### config.mk
export PLATFORM = sky130hd
export DESIGN_NAME = shift_vector_string_matcher
export DESIGN_NICKNAME = d
export VERILOG_FILES = /design/src/rtl/svsm_pkg.sv /design/src/rtl/svsm_front.sv /design/src/rtl/svsm_queue.sv /design/src/rtl/svsm_back.sv /design/src/rtl/shift_vector_string_matcher.sv
export SDC_FILE = /design/constraint.sdc
export NUM_CORES = 1
export LEC_CHECK = 0
export BUFFER_PORTS_ARGS = -buffer_cell sky130_fd_sc_hd__buf_2
export CAP_MARGIN = 40
export CORE_ASPECT_RATIO = 1.4
export CORE_UTILIZATION = 35
export CTS_BUF_LIST = sky130_fd_sc_hd__clkbuf_2 sky130_fd_sc_hd__clkbuf_4 sky130_fd_sc_hd__clkbuf_8
export CTS_CLUSTER_DIAMETER = 60
export DETAILED_ROUTE_END_ITERATION = 16
export PLACE_DENSITY = 0.5
export SLEW_MARGIN = 20
export SYNTH_ARGS = -nofsm -noshare
export SYNTH_HDL_FRONTEND = slang
export SYNTH_SLANG_ARGS = --single-unit
### constraint.sdc
create_clock -name clk -period 11 [get_ports clk]
set_input_delay 1.1 -clock clk [delete_from_list [all_inputs] [get_ports clk]]
set_output_delay 1.1 -clock clk [all_outputs]
set_load 0.03 [all_outputs]
### src/rtl/svsm_pkg.sv
// Shared types and constants for the shift vector string matcher.
package svsm_pkg;

  localparam int MAX_PATTERN_LEN = 64;
  localparam int IDX_W           = $clog2(MAX_PATTERN_LEN);
  localparam int LEN_W           = IDX_W + 1;
  localparam int BYTE_W          = 8;
  localparam int MODE_W          = 2;
  localparam int COUNT_W         = 32;
  localparam int QUEUE_DEPTH     = 4;
  localparam int QPTR_W          = $clog2(QUEUE_DEPTH);
  localparam int QCNT_W          = $clog2(QUEUE_DEPTH + 1);

  localparam logic [MODE_W-1:0] MODE_LOAD  = 2'd0;
  localparam logic [MODE_W-1:0] MODE_TEXT  = 2'd1;
  localparam logic [MODE_W-1:0] MODE_START = 2'd2;

  localparam logic [LEN_W-1:0]   LEN_MAX   = LEN_W'(MAX_PATTERN_LEN);
  localparam logic [COUNT_W-1:0] COUNT_MAX = '1;

  typedef enum logic [1:0] {
    OP_LOAD,
    OP_TEXT,
    OP_START,
    OP_NOP
  } op_t;

  typedef struct packed {
    op_t              op;
    logic [IDX_W-1:0]  pidx;
    logic [BYTE_W-1:0] data;
  } item_t;

endpackage

### src/rtl/svsm_front.sv
// Front end: takes input beats, decodes the mode and stages one item.
module svsm_front (
  input  logic                        clk,
  input  logic                        rst,
  input  logic                        in_valid,
  output logic                        in_ready,
  input  logic [svsm_pkg::MODE_W-1:0] mode,
  input  logic [svsm_pkg::IDX_W-1:0]  pattern_index,
  input  logic [svsm_pkg::BYTE_W-1:0] data_byte,
  output logic                        push_valid,
  input  logic                        push_ready,
  output svsm_pkg::item_t             push_item
);

  logic            hold_valid;
  svsm_pkg::item_t hold_item;
  svsm_pkg::op_t   op_dec;

  always_comb begin
    case (mode)
      svsm_pkg::MODE_LOAD:  op_dec = svsm_pkg::OP_LOAD;
      svsm_pkg::MODE_TEXT:  op_dec = svsm_pkg::OP_TEXT;
      svsm_pkg::MODE_START: op_dec = svsm_pkg::OP_START;
      default:              op_dec = svsm_pkg::OP_NOP;
    endcase
  end

  assign in_ready   = !hold_valid || push_ready;
  assign push_valid = hold_valid;
  assign push_item  = hold_item;

  always_ff @(posedge clk) begin
    if (rst) begin
      hold_valid <= 1'b0;
    end else if (in_ready) begin
      hold_valid <= in_valid;
    end
  end

  always_ff @(posedge clk) begin
    if (in_valid && in_ready) begin
      hold_item.op   <= op_dec;
      hold_item.pidx <= pattern_index;
      hold_item.data <= data_byte;
    end
  end

endmodule

### src/rtl/svsm_queue.sv
// Short FIFO of decoded items between front and back.
module svsm_queue (
  input  logic            clk,
  input  logic            rst,
  input  logic            push_valid,
  output logic            push_ready,
  input  svsm_pkg::item_t push_item,
  output logic            pop_valid,
  input  logic            pop_ready,
  output svsm_pkg::item_t pop_item
);

  svsm_pkg::item_t                 slots [svsm_pkg::QUEUE_DEPTH];
  logic [svsm_pkg::QPTR_W-1:0]     wr_ptr;
  logic [svsm_pkg::QPTR_W-1:0]     rd_ptr;
  logic [svsm_pkg::QCNT_W-1:0]     fill;
  logic                            do_push;
  logic                            do_pop;

  assign push_ready = fill != svsm_pkg::QCNT_W'(svsm_pkg::QUEUE_DEPTH);
  assign pop_valid  = fill != '0;
  assign pop_item   = slots[rd_ptr];
  assign do_push    = push_valid && push_ready;
  assign do_pop     = pop_valid && pop_ready;

  always_ff @(posedge clk) begin
    if (rst) begin
      wr_ptr <= '0;
      rd_ptr <= '0;
      fill   <= '0;
    end else begin
      if (do_push) begin
        wr_ptr <= wr_ptr + 1'b1;
      end
      if (do_pop) begin
        rd_ptr <= rd_ptr + 1'b1;
      end
      if (do_push && !do_pop) begin
        fill <= fill + 1'b1;
      end else if (do_pop && !do_push) begin
        fill <= fill - 1'b1;
      end
    end
  end

  always_ff @(posedge clk) begin
    if (do_push) begin
      slots[wr_ptr] <= push_item;
    end
  end

endmodule

### src/rtl/svsm_back.sv
// Back end: pattern store, match vector, count and result register.
module svsm_back (
  input  logic                         clk,
  input  logic                         rst,
  input  logic                         cfg_we,
  input  logic [svsm_pkg::LEN_W-1:0]   cfg_wdata,
  input  logic                         pop_valid,
  output logic                         pop_ready,
  input  svsm_pkg::item_t              pop_item,
  output logic                         out_valid,
  input  logic                         out_ready,
  output logic                         match_here,
  output logic [svsm_pkg::COUNT_W-1:0] match_count
);

  logic [svsm_pkg::BYTE_W-1:0]          pat_byte [svsm_pkg::MAX_PATTERN_LEN];
  logic [svsm_pkg::MAX_PATTERN_LEN-1:0] pat_valid;
  logic [svsm_pkg::MAX_PATTERN_LEN-1:0] vec;
  logic [svsm_pkg::MAX_PATTERN_LEN-1:0] vec_next;
  logic [svsm_pkg::MAX_PATTERN_LEN-1:0] mask;
  logic [svsm_pkg::COUNT_W-1:0]         count;
  logic [svsm_pkg::COUNT_W-1:0]         count_next;
  logic [svsm_pkg::LEN_W-1:0]           plen;
  logic [svsm_pkg::LEN_W-1:0]           len_m1;
  logic [svsm_pkg::IDX_W-1:0]           top;
  logic                                 hit;
  logic                                 take;

  assign pop_ready = !out_valid || out_ready;
  assign take      = pop_valid && pop_ready;

  // effective length minus one: zero acts as one, clamp at the maximum
  always_comb begin
    if (plen == '0) begin
      len_m1 = '0;
    end else if (plen > svsm_pkg::LEN_MAX) begin
      len_m1 = svsm_pkg::LEN_MAX - 1'b1;
    end else begin
      len_m1 = plen - 1'b1;
    end
    top = len_m1[svsm_pkg::IDX_W-1:0];
  end

  always_comb begin
    for (int i = 0; i < svsm_pkg::MAX_PATTERN_LEN; i++) begin
      mask[i] = !(pat_valid[i] && (pat_byte[i] == pop_item.data));
    end
  end

  always_comb begin
    vec_next   = vec;
    count_next = count;
    hit        = 1'b0;
    case (pop_item.op)
      svsm_pkg::OP_TEXT: begin
        vec_next = (vec << 1) | mask;
        hit      = !vec_next[top];
        if (hit && (count != svsm_pkg::COUNT_MAX)) begin
          count_next = count + 1'b1;
        end
      end
      svsm_pkg::OP_START: begin
        vec_next   = '1;
        count_next = '0;
      end
      default: begin
        vec_next   = vec;
        count_next = count;
      end
    endcase
  end

  always_ff @(posedge clk) begin
    if (rst) begin
      plen      <= svsm_pkg::LEN_W'(1);
      pat_valid <= '0;
      vec       <= '1;
      count     <= '0;
      out_valid <= 1'b0;
    end else begin
      if (cfg_we) begin
        plen <= cfg_wdata;
      end
      if (take) begin
        vec   <= vec_next;
        count <= count_next;
        if (pop_item.op == svsm_pkg::OP_LOAD) begin
          pat_valid[pop_item.pidx] <= 1'b1;
        end
      end
      if (pop_ready) begin
        out_valid <= pop_valid;
      end
    end
  end

  always_ff @(posedge clk) begin
    if (take) begin
      if (pop_item.op == svsm_pkg::OP_LOAD) begin
        pat_byte[pop_item.pidx] <= pop_item.data;
      end
      match_here  <= hit;
      match_count <= count_next;
    end
  end

endmodule

### src/rtl/shift_vector_string_matcher.sv
// Top level of the shift vector string matcher.
//
//   channel  | handshake            | payload
//   ---------+----------------------+------------------------------------
//   input    | in_valid / in_ready  | mode, pattern_index, data_byte
//   result   | out_valid / out_ready| match_here, match_count
//   config   | cfg_we               | cfg_wdata (pattern_length)
//
// One beat per cycle unless out_ready stalls; one mask compare and shift-or per
// text byte in the back end sets the rate. Beats pass front, queue and back registers.
// Synchronous reset empties the pipeline, clears the pattern valid bits,
// sets the vector to all ones, the count to zero and the length to one.
// A four-entry queue lets input and result sides stall independently.
module shift_vector_string_matcher (
  input  logic                         clk,
  input  logic                         rst,
  input  logic                         cfg_we,
  input  logic [svsm_pkg::LEN_W-1:0]   cfg_wdata,
  input  logic                         in_valid,
  output logic                         in_ready,
  input  logic [svsm_pkg::MODE_W-1:0]  mode,
  input  logic [svsm_pkg::IDX_W-1:0]   pattern_index,
  input  logic [svsm_pkg::BYTE_W-1:0]  data_byte,
  output logic                         out_valid,
  input  logic                         out_ready,
  output logic                         match_here,
  output logic [svsm_pkg::COUNT_W-1:0] match_count
);

  logic            push_valid;
  logic            push_ready;
  svsm_pkg::item_t push_item;
  logic            pop_valid;
  logic            pop_ready;
  svsm_pkg::item_t pop_item;

  svsm_front u_front (
    .clk           (clk),
    .rst           (rst),
    .in_valid      (in_valid),
    .in_ready      (in_ready),
    .mode          (mode),
    .pattern_index (pattern_index),
    .data_byte     (data_byte),
    .push_valid    (push_valid),
    .push_ready    (push_ready),
    .push_item     (push_item)
  );

  svsm_queue u_queue (
    .clk        (clk),
    .rst        (rst),
    .push_valid (push_valid),
    .push_ready (push_ready),
    .push_item  (push_item),
    .pop_valid  (pop_valid),
    .pop_ready  (pop_ready),
    .pop_item   (pop_item)
  );

  svsm_back u_back (
    .clk         (clk),
    .rst         (rst),
    .cfg_we      (cfg_we),
    .cfg_wdata   (cfg_wdata),
    .pop_valid   (pop_valid),
    .pop_ready   (pop_ready),
    .pop_item    (pop_item),
    .out_valid   (out_valid),
    .out_ready   (out_ready),
    .match_here  (match_here),
    .match_count (match_count)
  );

endmodule
==> run_results.csv, run 1 <==
group,metric,value,unit
worst_setup_path,timing.critical_path.cells,"buf_4 > mux2i_1 > buf_4 > mux2_2 > inv_6 > buf_4 > xnor2_1 > nand4_1 > nor4_1 > nor2_1 > nor4_1 > a211oi_1 > a311oi_4 > o211ai_2 > buf_4 > or4_1 > a21oi_1",
worst_setup_path,timing.setup.critical_path_class,"flop to flop",
global_route,grt_use_total,20.8,%
worst_setup_path,critical_path.endpoint_type,"flop",
detailed_routing,drt_iter0_markers,1811,
worst_setup_path,worst_setup_path_start_kind,"flop",
finish,layout.core_utilization,40.4,%
detailed_routing,post_drt_via_cell_ratio,5.35,
synthesis,synth_compound_gate_area_share,8.36,%
synthesis,synth-warning-count,0,
finish,num-nets-final,3010,
sta,max_slew_margin,38.4,%
clock_network,clockBufferDepth,3,
clock_network,postCtsHoldBufs,0,
worst_setup_path,worst_path_max_delay_cell,"nor4_1",
synthesis,xor_xnor_share_of_the_synthesized_area,13.0,%
sta,fin_tns_setup,0,ps
finish,layout-drive-gt1-share,15.1,%
synthesis,post_synth_inst_count,2826,
hold_path,worstHoldEndpoint,"u_front.push_item[5]$_DFFE_PP_",
worst_setup_path,r2r_setup_slack,4660,ps
detailed_routing,postRouteAntennaNets,0,
power,p_per_area,229,nW/um2
worst_setup_path,crit_arrival,7000,ps
global_route,maximum_number_of_pins_on_one_net_before_global_route_repair,102,
worst_setup_path,reg2reg_to,"u_back.match_count[31]$_DFFE_PP_",
clock_network,cts-buffers-inserted,132,
worst_setup_path,cp_slowest_stage_delay,700,ps
synthesis,synth_ff_type,"edfxtp_1",
finish,fin_cells,4414,
synthesis,mappedNetlistNets,2865,
synthesis,mappedNetlistArea,35800,um2
synthesis,yosysSeqAreaShare,62.3,%
sta,post-route-period-util,57.7,%
placed_design,place_congestion,0.893,
clock_network,post_cts_resize_count,0,
job,cap_viol_max_count,0,
die,design.core.area,101000,um2
power,worst_ir_drop_vdd,231,uV
synthesis,ys_seq_elements,802,
clock_network,tritoncts_clock_tree,"done",
sta,rsz0062_at_grt,"no",
sta,hold_violation_total_from_the_final_report,0,
synthesis,synthDistinctLibCells,84,
sta,finalClockSkew,26.7,ps
detailed_routing,post_detailed_routing_wire_length,108000,um
detailed_routing,remaining_drc_errors,0,
hold_path,worst_hold_startpoint,"data_byte[5]",
die,num_rows,138,
synthesis,synth_edf_count,625,
placed_design,dp.cells,4144,
global_route,number_of_antenna_violations_at_the_first_check_in_global_routing,5,
outcome,run_status,"finished clean",
clock_network,cts-htree-levels,4,
die,starting_density_of_the_core,35.4,%
worst_setup_path,cp.required,11660,ps
clock_network,clock_pin_slew_worst_setup_and_hold_paths,60,ps
hold_path,min-delay-path-class,"input port to flop",
clock_network,insertion_delay,830,ps
sta,final-max-slew-violation-count,0,
clock_network,cts_setup_buffers,0,
sta,worst_pin_slew,924,ps
die,fp.dieW,272,um
detailed_routing,wl_per_cell,24.4,um
die,die_height,380,um
global_route,globalRouteOverflowTotal,0,
synthesis,synth_adder_area_share,0.406,%
synthesis,synth_simple_gate_area_share,11.4,%
power,power.leakage,13.0,nW
worst_setup_path,crit_path_max_fanout,51,
synthesis,synth-async-reset-ratio,0,%
synthesis,postSynthAreaPerCell,12.7,um2
die,floorplan.io_pins,63,
hold_path,hold_depth,1,
global_route,first_global_vias,23600,
worst_setup_path,worstRegToRegCells,17,
detailed_routing,via_count,23600,
die,die-area,104000,um2
sta,report.final.setup_viol,0,
synthesis,synthMuxAreaShare,1.88,%
clock_network,numClockSinks,802,
synthesis,largest_family_of_logic_cells_by_synthesized_area,"XOR/XNOR gates",
sta,period_needed,6340,ps
sta,clock.fmax,0.158,GHz
detailed_routing,firstDrtPassIters,5,
finish,fillCellCount,9520,
placed_design,port_buffers,62,
worst_setup_path,critical_path.most_common_cell,"buf_4",
placed_design,place_hpwl,67900,um
clock_network,cts_root_buffer,"clkbuf_8",
finish,area_growth_syn_to_layout,14.3,%
global_route,grt_pass1_wl,158000,um
## power by group
group          switching (mW)  internal [mW]  total [mW]  leakage [nW]
clock                    1.25           1.52        2.76          1.46
combinational            2.07          0.821        2.89          4.47
sequential             0.0748           3.65        3.72          7.10
## state kept, by name, summed over array words and instances (netlist names), 2 cells and up, named ones only
name and flops:
u_queue.fill 3, u_queue.slots 64, u_queue.wr_ptr 2, u_back.vec 63
u_back.plen 7, u_back.pat_valid 64, u_back.match_count 32, u_front.push_item 16
u_queue.rd_ptr 2, u_back.pat_byte 512, u_back.count 32
## through the flow
| stage | setup slack (ps) | total power [mW] | area [um2] | hold slack [ps] |
|---|---|---|---|---|
| after detailed placement | 4610 | 6.71 | 37900 | 445 |
| final | 4660 | 9.38 | 40900 | 454 |
| after floorplan | 6400 | 5.66 | 35800 | 425 |
| after global placement | 4650 | 6.66 | 37600 | 439 |
| after global routing | 4370 | 9.78 | 40900 | 388 |
| after CTS | 4590 | 9.49 | 40700 | 365 |
## how the worst max path moves through the flow
stage,depth (start not counted),to,startpoint,slack [ps]
final,17,u_back.match_count[31]$_DFFE_PP_,flop,4660
after CTS,17,u_back.match_count[31]$_DFFE_PP_,flop,4590
after global routing,17,u_back.match_count[31]$_DFFE_PP_,flop,4370
after floorplan,19,u_back.match_count[31]$_DFFE_PP_,flop,6400
after global placement,16,u_back.match_count[31]$_DFFE_PP_,flop,4650
after detailed placement,17,u_back.match_count[31]$_DFFE_PP_,flop,4610
## routing by layer
metal / global-route usage [%] / vias to the layer above / share of wire [%]
met1: 25.0 / 11900 / 40
met3: 3.69 / 210 / 5.0
li1: - / 10700 / -
met4: 8.78 / 6 / 3.9
met2: 36.2 / 752 / 51
met5: 0 / - / 0.033
## area by class of cell
class / instances / area, um2 / share of cell area, %
flip-flops and latches: 802 / 22300 / 54.6
multi-input cells: 1818 / 12600 / 30.9
clock buffers: 196 / 2430 / 5.94
well taps: 1330 / 1660 / 4.07
repair buffers: 167 / 1270 / 3.11
clock inverters: 47 / 355 / 0.869
inverters: 50 / 205 / 0.502
diodes: 4 / 10.0 / 0.0245
## cell families (layout without fill, tap and decap cells)
logic type / Yosys count / count (layout)
XOR/XNOR: 532 / 532
multiplexers: 44 / 44
flip-flops: 802 / 802
AO/OA/AOI/OAI: 435 / 435
other: 0 / 4
buffers and inverters: 206 / 460
AND/OR/NAND/NOR: 796 / 796
adder cells (fa/ha/maj): 11 / 11
## placed cells by master (no fill, tap or decap), types with 11 or more instances in the layout
| cell type | instances |
|---|---|
| nand4b_1 | 13 |
| clkinv_1 | 14 |
| clkinv_2 | 17 |
| o21ai_0 | 90 |
| or4_1 | 25 |
| inv_1 | 44 |
| o211ai_1 | 22 |
| nor4_1 | 43 |
| or3_1 | 34 |
| a21oi_1 | 73 |
| a31oi_1 | 18 |
| o2111ai_1 | 14 |
| buf_2 | 68 |
| and3_1 | 30 |
| clkbuf_8 | 153 |
| xor2_1 | 173 |
| buf_4 | 75 |
| nor2b_1 | 14 |
| o21a_1 | 49 |
| nand2b_1 | 15 |
| o22ai_1 | 32 |
| xnor2_1 | 359 |
| or2_2 | 12 |
| nand2_1 | 129 |
| and2_1 | 12 |
| nand3b_1 | 23 |
| nand4_1 | 51 |
| mux2i_1 | 11 |
| nor2_1 | 199 |
| dfxtp_1 | 175 |
| clkbuf_4 | 43 |
| nand3_1 | 94 |
| a2111oi_0 | 15 |
| o31ai_1 | 21 |
| nor3_1 | 73 |
| edfxtp_1 | 625 |
## critical path: cells and delay by family, from the launching register on
| family | cells | cell delay (ps) |
|---|---|---|
| mux | 2 | 530 |
| simple gates | 5 | 1940 |
| buf+inv | 5 | 1950 |
| xor+xnor | 1 | 190 |
| flops | 1 | 310 |
| compound gates | 4 | 1080 |
## Yosys cell counts, types with 7 or more instances
| master | n | share of area, % |
|---|---|---|
| a211oi_1 | 10 | 0.21 |
| a21oi_1 | 73 | 1.0 |
| or3_1 | 34 | 0.59 |
| nand2_1 | 129 | 1.4 |
| nor2_1 | 204 | 2.1 |
| o21a_1 | 49 | 1.0 |
| nand4b_1 | 13 | 0.32 |
| nor2b_1 | 14 | 0.24 |
| inv_1 | 45 | 0.47 |
| nand3b_1 | 23 | 0.48 |
| buf_2 | 42 | 0.59 |
| nor3_1 | 75 | 1.0 |
| mux4_2 | 13 | 0.82 |
| nor4_1 | 43 | 0.75 |
| and3_1 | 30 | 0.52 |
| edfxtp_1 | 625 | 52 |
| xnor2_1 | 359 | 8.8 |
| a2111oi_0 | 16 | 0.39 |
| o31ai_1 | 21 | 0.44 |
| o2111ai_1 | 14 | 0.34 |
| o22ai_1 | 32 | 0.56 |
| nand3_1 | 94 | 1.3 |
| nand4_1 | 51 | 0.89 |
| dfxtp_1 | 177 | 9.9 |
| clkbuf_1 | 91 | 0.95 |
| a221oi_1 | 7 | 0.17 |
| nand2b_1 | 15 | 0.26 |
| and2_1 | 12 | 0.21 |
| o21ai_0 | 90 | 1.3 |
| or4_1 | 25 | 0.52 |
| buf_4 | 13 | 0.27 |
| o211ai_1 | 22 | 0.46 |
| or2_2 | 12 | 0.21 |
| a31oi_1 | 19 | 0.33 |
| o311ai_0 | 7 | 0.17 |
| xor2_1 | 173 | 4.2 |
| mux2i_1 | 16 | 0.45 |
| ha_1 | 10 | 0.35 |
Power figures use the tool's default switching activity.
==> run 2: changes to the inputs <==
--- a/config.mk
+++ b/config.mk
@@ -5,6 +5,7 @@
 export SDC_FILE = /design/constraint.sdc
 export NUM_CORES = 1
 export LEC_CHECK = 0
+export ABC_AREA = 1
 export BUFFER_PORTS_ARGS = -buffer_cell sky130_fd_sc_hd__buf_2
 export CAP_MARGIN = 40
 export CORE_ASPECT_RATIO = 1.4
@@ -12,7 +13,7 @@
 export CTS_BUF_LIST = sky130_fd_sc_hd__clkbuf_2 sky130_fd_sc_hd__clkbuf_4 sky130_fd_sc_hd__clkbuf_8
 export CTS_CLUSTER_DIAMETER = 60
 export DETAILED_ROUTE_END_ITERATION = 16
-export PLACE_DENSITY = 0.5
+export PLACE_DENSITY = 0.52
 export SLEW_MARGIN = 20
 export SYNTH_ARGS = -nofsm -noshare
 export SYNTH_HDL_FRONTEND = slang
==> constraint.sdc (replaced) <==
create_clock -name clk -period 5.3 [get_ports clk]
set_input_delay 0.53 -clock clk [delete_from_list [all_inputs] [get_ports clk]]
set_output_delay 0.53 -clock clk [all_outputs]
set_load 0.03 [all_outputs]
==> run 2 against run 1 <==
Against the previous run: worst setup slack got worse by 3900 ps; global-route usage increased by 1.9 points; utilization decreased by 0.064 points; critical endpoint is now u_back.match_count[20]$_DFFE_PP_; die area increased by 2.9%; largest cell class unchanged; hold slack got worse by 310 ps; sequential share of layout area decreased by 1.5 points.
==> run_results.csv, run 2 <==
group,metric,value,unit
outcome,run_status,"finished clean",
clock_network,cts_setup_buffers,0,
global_route,grt_use_total,22.7,%
sta,clock.fmax,0.222,GHz
placed_design,place_ws,835,ps
sta,final-max-slew-violation-count,0,
finish,area_growth_syn_to_layout,14.2,%
detailed_routing,firstDrtPassIters,6,
die,die-area,107000,um2
finish,layout_common_cells,"nand2_1, edfxtp_1, nor2_1, inv_1, nand3_1",
global_route,first_global_vias,27900,
worst_setup_path,cp.required,5850,ps
synthesis,synth_edf_count,625,
synthesis,post_synth_main_area_contributors,"edfxtp_1, dfxtp_1, nand2_1",
power,power.internal,13.4,mW
synthesis,synthTopCellsByCount,"nand2_1, edfxtp_1, nor2_1",
placed_design,port_buffers,62,
synthesis,synth_top_area_share,51.0,%
sta,hold_violation_total_from_the_final_report,0,
synthesis,synth-async-reset-ratio,0,%
global_route,gr-usage-met1,25.4,%
sta,report.final.setup_viol,0,
finish,num-nets-final,4067,
detailed_routing,wl_per_cell,22.1,um
detailed_routing,post_drt_via_cell_ratio,5.10,
power,power.leakage,16.2,nW
synthesis,mappedNetlistNets,3916,
finish,layout.core_utilization,40.4,%
power,worst_ir_drop_vdd,430,uV
detailed_routing,postRouteAntennaNets,0,
detailed_routing,remaining_drc_errors,0,
power,power_frac_comb,42.7,%
clock_network,post_cts_resize_count,0,
worst_setup_path,worst_setup_path_start_kind,"flop",
die,floorplan.io_pins,63,
worst_setup_path,crit_path_max_fanout,33,
sta,worst_pin_slew,883,ps
power,seqPwrFrac,34.9,%
placed_design,place_hpwl,72500,um
power,p_per_area,566,nW/um2
finish,layout-drive-gt1-share,12.1,%
worst_setup_path,crit_arrival,5050,ps
placed_design,place_congestion,0.856,
sta,max_slew_margin,41.1,%
synthesis,yosys.cell_count.top_type,"nand2_1",
worst_setup_path,critical_path.endpoint_type,"flop",
clock_network,clock_pin_slew_worst_setup_and_hold_paths,70,ps
hold_path,min-delay-path-class,"input port to flop",
clock_network,insertion_delay,820,ps
clock_network,cts_root_buffer,"clkbuf_8",
detailed_routing,post_detailed_routing_wire_length,121000,um
clock_network,clockBufferDepth,3,
clock_network,tritoncts_clock_tree,"done",
finish,biggestRegsByFlops,"u_back.pat_byte x512, u_back.pat_valid x64, u_queue.slots x64",
synthesis,yosysSeqAreaShare,60.6,%
die,fp.dieW,276,um
synthesis,synthDistinctLibCells,36,
sta,period_needed,4500,ps
power,p_sw_share,43.6,%
die,design.core.area,104000,um2
sta,rsz0062_at_grt,"no",
finish,fillCellCount,10100,
synthesis,postSynthAreaPerCell,9.50,um2
synthesis,synth_ff_type,"edfxtp_1",
global_route,groute.layer.met3.usage,3.55,%
finish,leading_cell_type_in_the_layout_fill_and_taps_excluded,"nand2_1",
die,starting_density_of_the_core,35.3,%
synthesis,mappedNetlistArea,36800,um2
finish,largest_register,"u_back.pat_byte",
sta,fin_tns_setup,0,ps
power,power_frac_clock,22.4,%
clock_network,cts-htree-levels,3,
job,cap_viol_max_count,0,
global_route,use_met2,41.8,%
global_route,grt_most_used_layer,"met2",
finish,number_of_flip_flops_under_the_largest_register_name,512,
clock_network,cts-buffers-inserted,118,
worst_setup_path,timing.setup.critical_path_class,"flop to flop",
sta,final_ws_setup,798,ps
sta,finalClockSkew,62.7,ps
die,die_height,386,um
synthesis,post_synth_inst_count,3877,
clock_network,numClockSinks,802,
global_route,number_of_antenna_violations_at_the_first_check_in_global_routing,2,
sta,post-route-period-util,84.9,%
synthesis,ys_seq_elements,802,
synthesis,synth_largest_area_cell,"edfxtp_1",
global_route,grt_pass1_wl,178000,um
global_route,globalRouteOverflowTotal,0,
detailed_routing,via_count,27900,
synthesis,synth-warning-count,0,
die,num_rows,140,
global_route,maximum_number_of_pins_on_one_net_before_global_route_repair,78,
detailed_routing,drt_iter0_markers,2013,
power,p_sw,10.4,mW
run 2: changes by cell type in the layout (fill, tap and decap cells not counted), moves of 49 or more:
cell / before / now
inv_1: 44 / 353
nand2_1: 129 / 910
nand3_1: 94 / 349
nand3b_1: 23 / 135
nor2_1: 199 / 527
nor3_1: 73 / 21
o21a_1: 49 / 0
xnor2_1: 359 / 92
xor2_1: 173 / 40
run 2: cells by family after synthesis:
| group | after synthesis | synth area share (%) |
|---|---|---|
| AOI/OAI and AO/OA | 253 | 3.80 |
| xor gates and xnor gates | 132 | 3.14 |
| adders and majority gates | 11 | 0.394 |
| buffers and inverters | 547 | 6.23 |
| DFF | 802 | 60.6 |
| and+or+nand+nor | 2132 | 25.9 |
run 2: power groups by stage:
stage / registers, mW / clock network, mW / logic [mW]
detailed placement: 8.44 / 0 / 10.1
finish: 8.31 / 5.33 / 10.2
CTS: 8.31 / 5.43 / 10.1
floorplan: 8.65 / 0 / 5.58
global placement: 8.45 / 0 / 9.98
global route: 8.35 / 5.69 / 10.9
run 2: path summary, 6_finish.rpt:
check,endpoint,from,cells past startpoint,slack (ps)
worst max-delay path,u_back.match_count[20]$_DFFE_PP_,flop,22,800
worst max register to register,u_back.match_count[20]$_DFFE_PP_,flop,22,800
worst min-delay path,u_back.out_valid$_SDFFE_PP0N_,out_ready,4,150
worst min register to register,u_back.pat_valid[19]$_SDFFE_PP0P_,u_back.pat_valid[19]$_SDFFE_PP0P_,2,460
run 2: layout make-up:
type	count	area, um2	area share [%]
timing repair buffer	213	1820	4.34
sequential	802	22300	53.0
inverter	365	1380	3.28
tap	1349	1690	4.01
multi-input combinational	2528	12400	29.4
clock inverter	47	300	0.714
antenna	1	2.50	0.00595
clock buffer	176	2200	5.24
run 2: metal layers:
metal,wire length (um),part of all wire [%],up-vias
li1,-,-,13200
met1,46100,38,13500
met2,61800,51,981
met3,7730,6.4,251
met4,5590,4.6,0
met5,0,0,-
run 2: repair_timing:
action,4_1_cts,5_1_grt
hold endpoints to repair,24,0
hold buffers,29,0
endpoints found under the setup margin,0,0
run 2: stage by stage:
stage / hold WS [ps] / total power [mW] / std cells / cell area [um2]
after CTS: 60.5 / 23.9 / 5466 / 41900
after detailed placement: 449 / 18.5 / 5214 / 39100
after global placement: 448 / 18.4 / 5199 / 39000
after floorplan: 433 / 14.2 / 3877 / 36800
final: 147 / 23.8 / 5481 / 42100
after global routing: 185 / 24.9 / 5481 / 42100
run 2: critical path, cell delays in order (launching register included):
cell and delay [ps]:
dfxtp_1 580, inv_2 210, buf_4 250, nand2_1 80
nand3_1 200, nand2_4 270, clkinv_2 410, buf_4 370
o21ai_0 170, nor2_1 80, nand4_1 110, nand3_1 100
nand3_1 140, nand2_1 120, nand2_1 80, nand3_1 120
nand3_2 130, nand2_4 230, buf_12 270, nand3_1 80
nand2_1 60, nand3_1 80, inv_1 40
==> run 3: changes to the inputs <==
==> constraint.sdc (replaced) <==
create_clock -name clk -period 3.8 [get_ports clk]
set_input_delay 0.38 -clock clk [delete_from_list [all_inputs] [get_ports clk]]
set_output_delay 0.38 -clock clk [all_outputs]
set_load 0.03 [all_outputs]
==> run 3 against run 2 <==
Against the previous run: clock power rose by 45%; maximum frequency rose by 25%; largest power group unchanged; combinational power rose by 50%; total power rose by 45%; largest cell class unchanged; final area rose by 2.8%; critical path depth did not move; via count rose by 1.5%; die area did not move; worst setup slack got worse by 610 ps; count of clock-buffer cells in the layout rose by 5.
==> run_results.csv, run 3 (synthesis results as in run 2) <==
group,metric,value,unit
hold_path,min-delay-path-class,"input port to flop",
detailed_routing,wl_per_cell,22.2,um
global_route,grt_use_total,22.9,%
die,num_rows,140,
sta,hold_violation_total_from_the_final_report,0,
global_route,use_met2,42.4,%
finish,number_of_flip_flops_under_the_largest_register_name,512,
global_route,maximum_number_of_pins_on_one_net_before_global_route_repair,76,
finish,layout_common_cells,"nand2_1, edfxtp_1, nor2_1, inv_1, nand3_1",
sta,worst_pin_slew,886,ps
detailed_routing,drt_iter0_markers,2119,
sta,period_needed,3620,ps
global_route,first_global_vias,28000,
clock_network,clock_pin_slew_worst_setup_and_hold_paths,70,ps
finish,fillCellCount,10000,
sta,clock.fmax,0.277,GHz
global_route,gr-usage-met1,25.9,%
finish,layout.core_utilization,41.5,%
die,floorplan.io_pins,63,
worst_setup_path,crit_arrival,4170,ps
worst_setup_path,worst_path_max_delay_cell,"dfxtp_2",
detailed_routing,post_detailed_routing_wire_length,124000,um
worst_setup_path,crit_path_max_fanout,31,
worst_setup_path,cp.required,4350,ps
clock_network,cts-buffers-inserted,120,
clock_network,clockBufferDepth,3,
sta,max_slew_margin,40.9,%
die,design.core.area,104000,um2
global_route,groute.layer.met3.usage,3.44,%
clock_network,cts_root_buffer,"clkbuf_8",
detailed_routing,via_count,28400,
die,starting_density_of_the_core,35.3,%
placed_design,port_buffers,62,
clock_network,tritoncts_clock_tree,"done",
finish,layout-drive-gt1-share,13.6,%
power,p_per_area,801,nW/um2
power,power.leakage,16.8,nW
die,fp.dieW,276,um
worst_setup_path,critPathBufInv,6,
worst_setup_path,critical_path.most_common_cell,"nand3_1",
sta,report.final.setup_viol,0,
finish,leading_cell_type_in_the_layout_fill_and_taps_excluded,"nand2_1",
worst_setup_path,timing.setup.critical_path_class,"flop to flop",
sta,finalClockSkew,34.8,ps
worst_setup_path,worst_path_dominant_cell_family,"simple AND/OR/NAND/NOR gates",
finish,num-nets-final,4145,
finish,biggestRegsByFlops,"u_back.pat_byte x512, u_back.pat_valid x64, u_queue.slots x64",
worst_setup_path,critical_path_cell_count,22,
worst_setup_path,worstRegToRegCells,22,
global_route,globalRouteOverflowTotal,0,
clock_network,numClockSinks,802,
placed_design,place_ws,-189,ps
global_route,grt_most_used_layer,"met2",
detailed_routing,firstDrtPassIters,5,
sta,final_ws_setup,184,ps
global_route,grt_pass1_wl,179000,um
detailed_routing,remaining_drc_errors,0,
worst_setup_path,critical_path.endpoint_type,"flop",
detailed_routing,post_drt_via_cell_ratio,5.10,
worst_setup_path,timing.critical_path.cells,"inv_6 > buf_12 > nand2_1 > nand3_1 > nand2_4 > buf_12 > buf_16 > or2_2 > nand3_1 > nor2_1 > nand3_2 > nand3_1 > nand3_1 > nand2_1 > nand2_1 > nand3_1 > nand3_2 > nand2_4 > buf_12 > nand4_1 > nand3_1 > inv_1",
clock_network,insertion_delay,800,ps
die,die-area,107000,um2
worst_setup_path,cp_slowest_stage_delay,400,ps
placed_design,place_congestion,0.833,
placed_design,place_hpwl,76300,um
finish,largest_register,"u_back.pat_byte",
die,die_height,386,um
worst_setup_path,worst_setup_path_start_kind,"flop",
global_route,number_of_antenna_violations_at_the_first_check_in_global_routing,2,
outcome,run_status,"finished clean",
power,worst_ir_drop_vdd,687,uV
sta,final-max-slew-violation-count,0,
clock_network,cts-htree-levels,3,
job,cap_viol_max_count,0,
finish,area_growth_syn_to_layout,17.3,%
detailed_routing,postRouteAntennaNets,0,
hold_path,hold_depth,2,
sta,post-route-period-util,95.2,%
[run 3: power breakdown]
group | internal [mW] | leakage [nW] | switching, mW
registers | 11.2 | 7.12 | 0.382
clock network | 4.20 | 1.40 | 3.50
logic | 4.36 | 8.25 | 10.9
[run 3: stage by stage]
stage	std cells	power [mW]	setup TNS, ps	hold WS, ps	instance area, um2
floorplan	3877	19.8	0	433	36800
global placement	5267	26.6	-3900	444	39800
detailed placement	5281	26.7	-8480	451	40000
CTS	5547	34.5	0	204	43000
global route	5563	36.2	-1.14	251	43200
finish	5563	34.6	0	296	43200
[run 3: what timing repair did]
item | CTS | global route
pin swaps | 0 | 4
cloned | 0 | 1
hold buffers | 37 | 0
setup endpoints to repair | 63 | 62
endpoints found under the hold margin | 35 | 0
gates resized for setup | 2 | 16
buffers inserted | 0 | 7
[run 3: final cells by class]
type	instances	area [um2]	share of cell area (%)
Tap cell	1349	1690	3.91
Inverter	365	1390	3.21
Sequential cell	802	22300	51.6
Timing Repair Buffer	289	2790	6.46
Clock inverter	48	372	0.860
Clock buffer	181	2260	5.23
Antenna cell	1	2.50	0.00579
Multi-Input combinational cell	2528	12400	28.7
[run 3: layer usage]
metal / share of wire (%) / up-vias
met5: 0.013 / -
met4: 4.2 / 2
met3: 6.2 / 222
met2: 51 / 957
met1: 38 / 13800
li1: - / 13400
[run 3: final timing paths]
kind | startpoint | to | slack (ps)
max | flop | u_back.match_count[5]$_DFFE_PP_ | 180
min | data_byte[7] | u_front.push_item[7]$_DFFE_PP_ | 300
max reg2reg | flop | u_back.match_count[5]$_DFFE_PP_ | 180
min reg2reg | u_back.pat_valid[44]$_SDFFE_PP0P_ | u_back.pat_valid[44]$_SDFFE_PP0P_ | 470
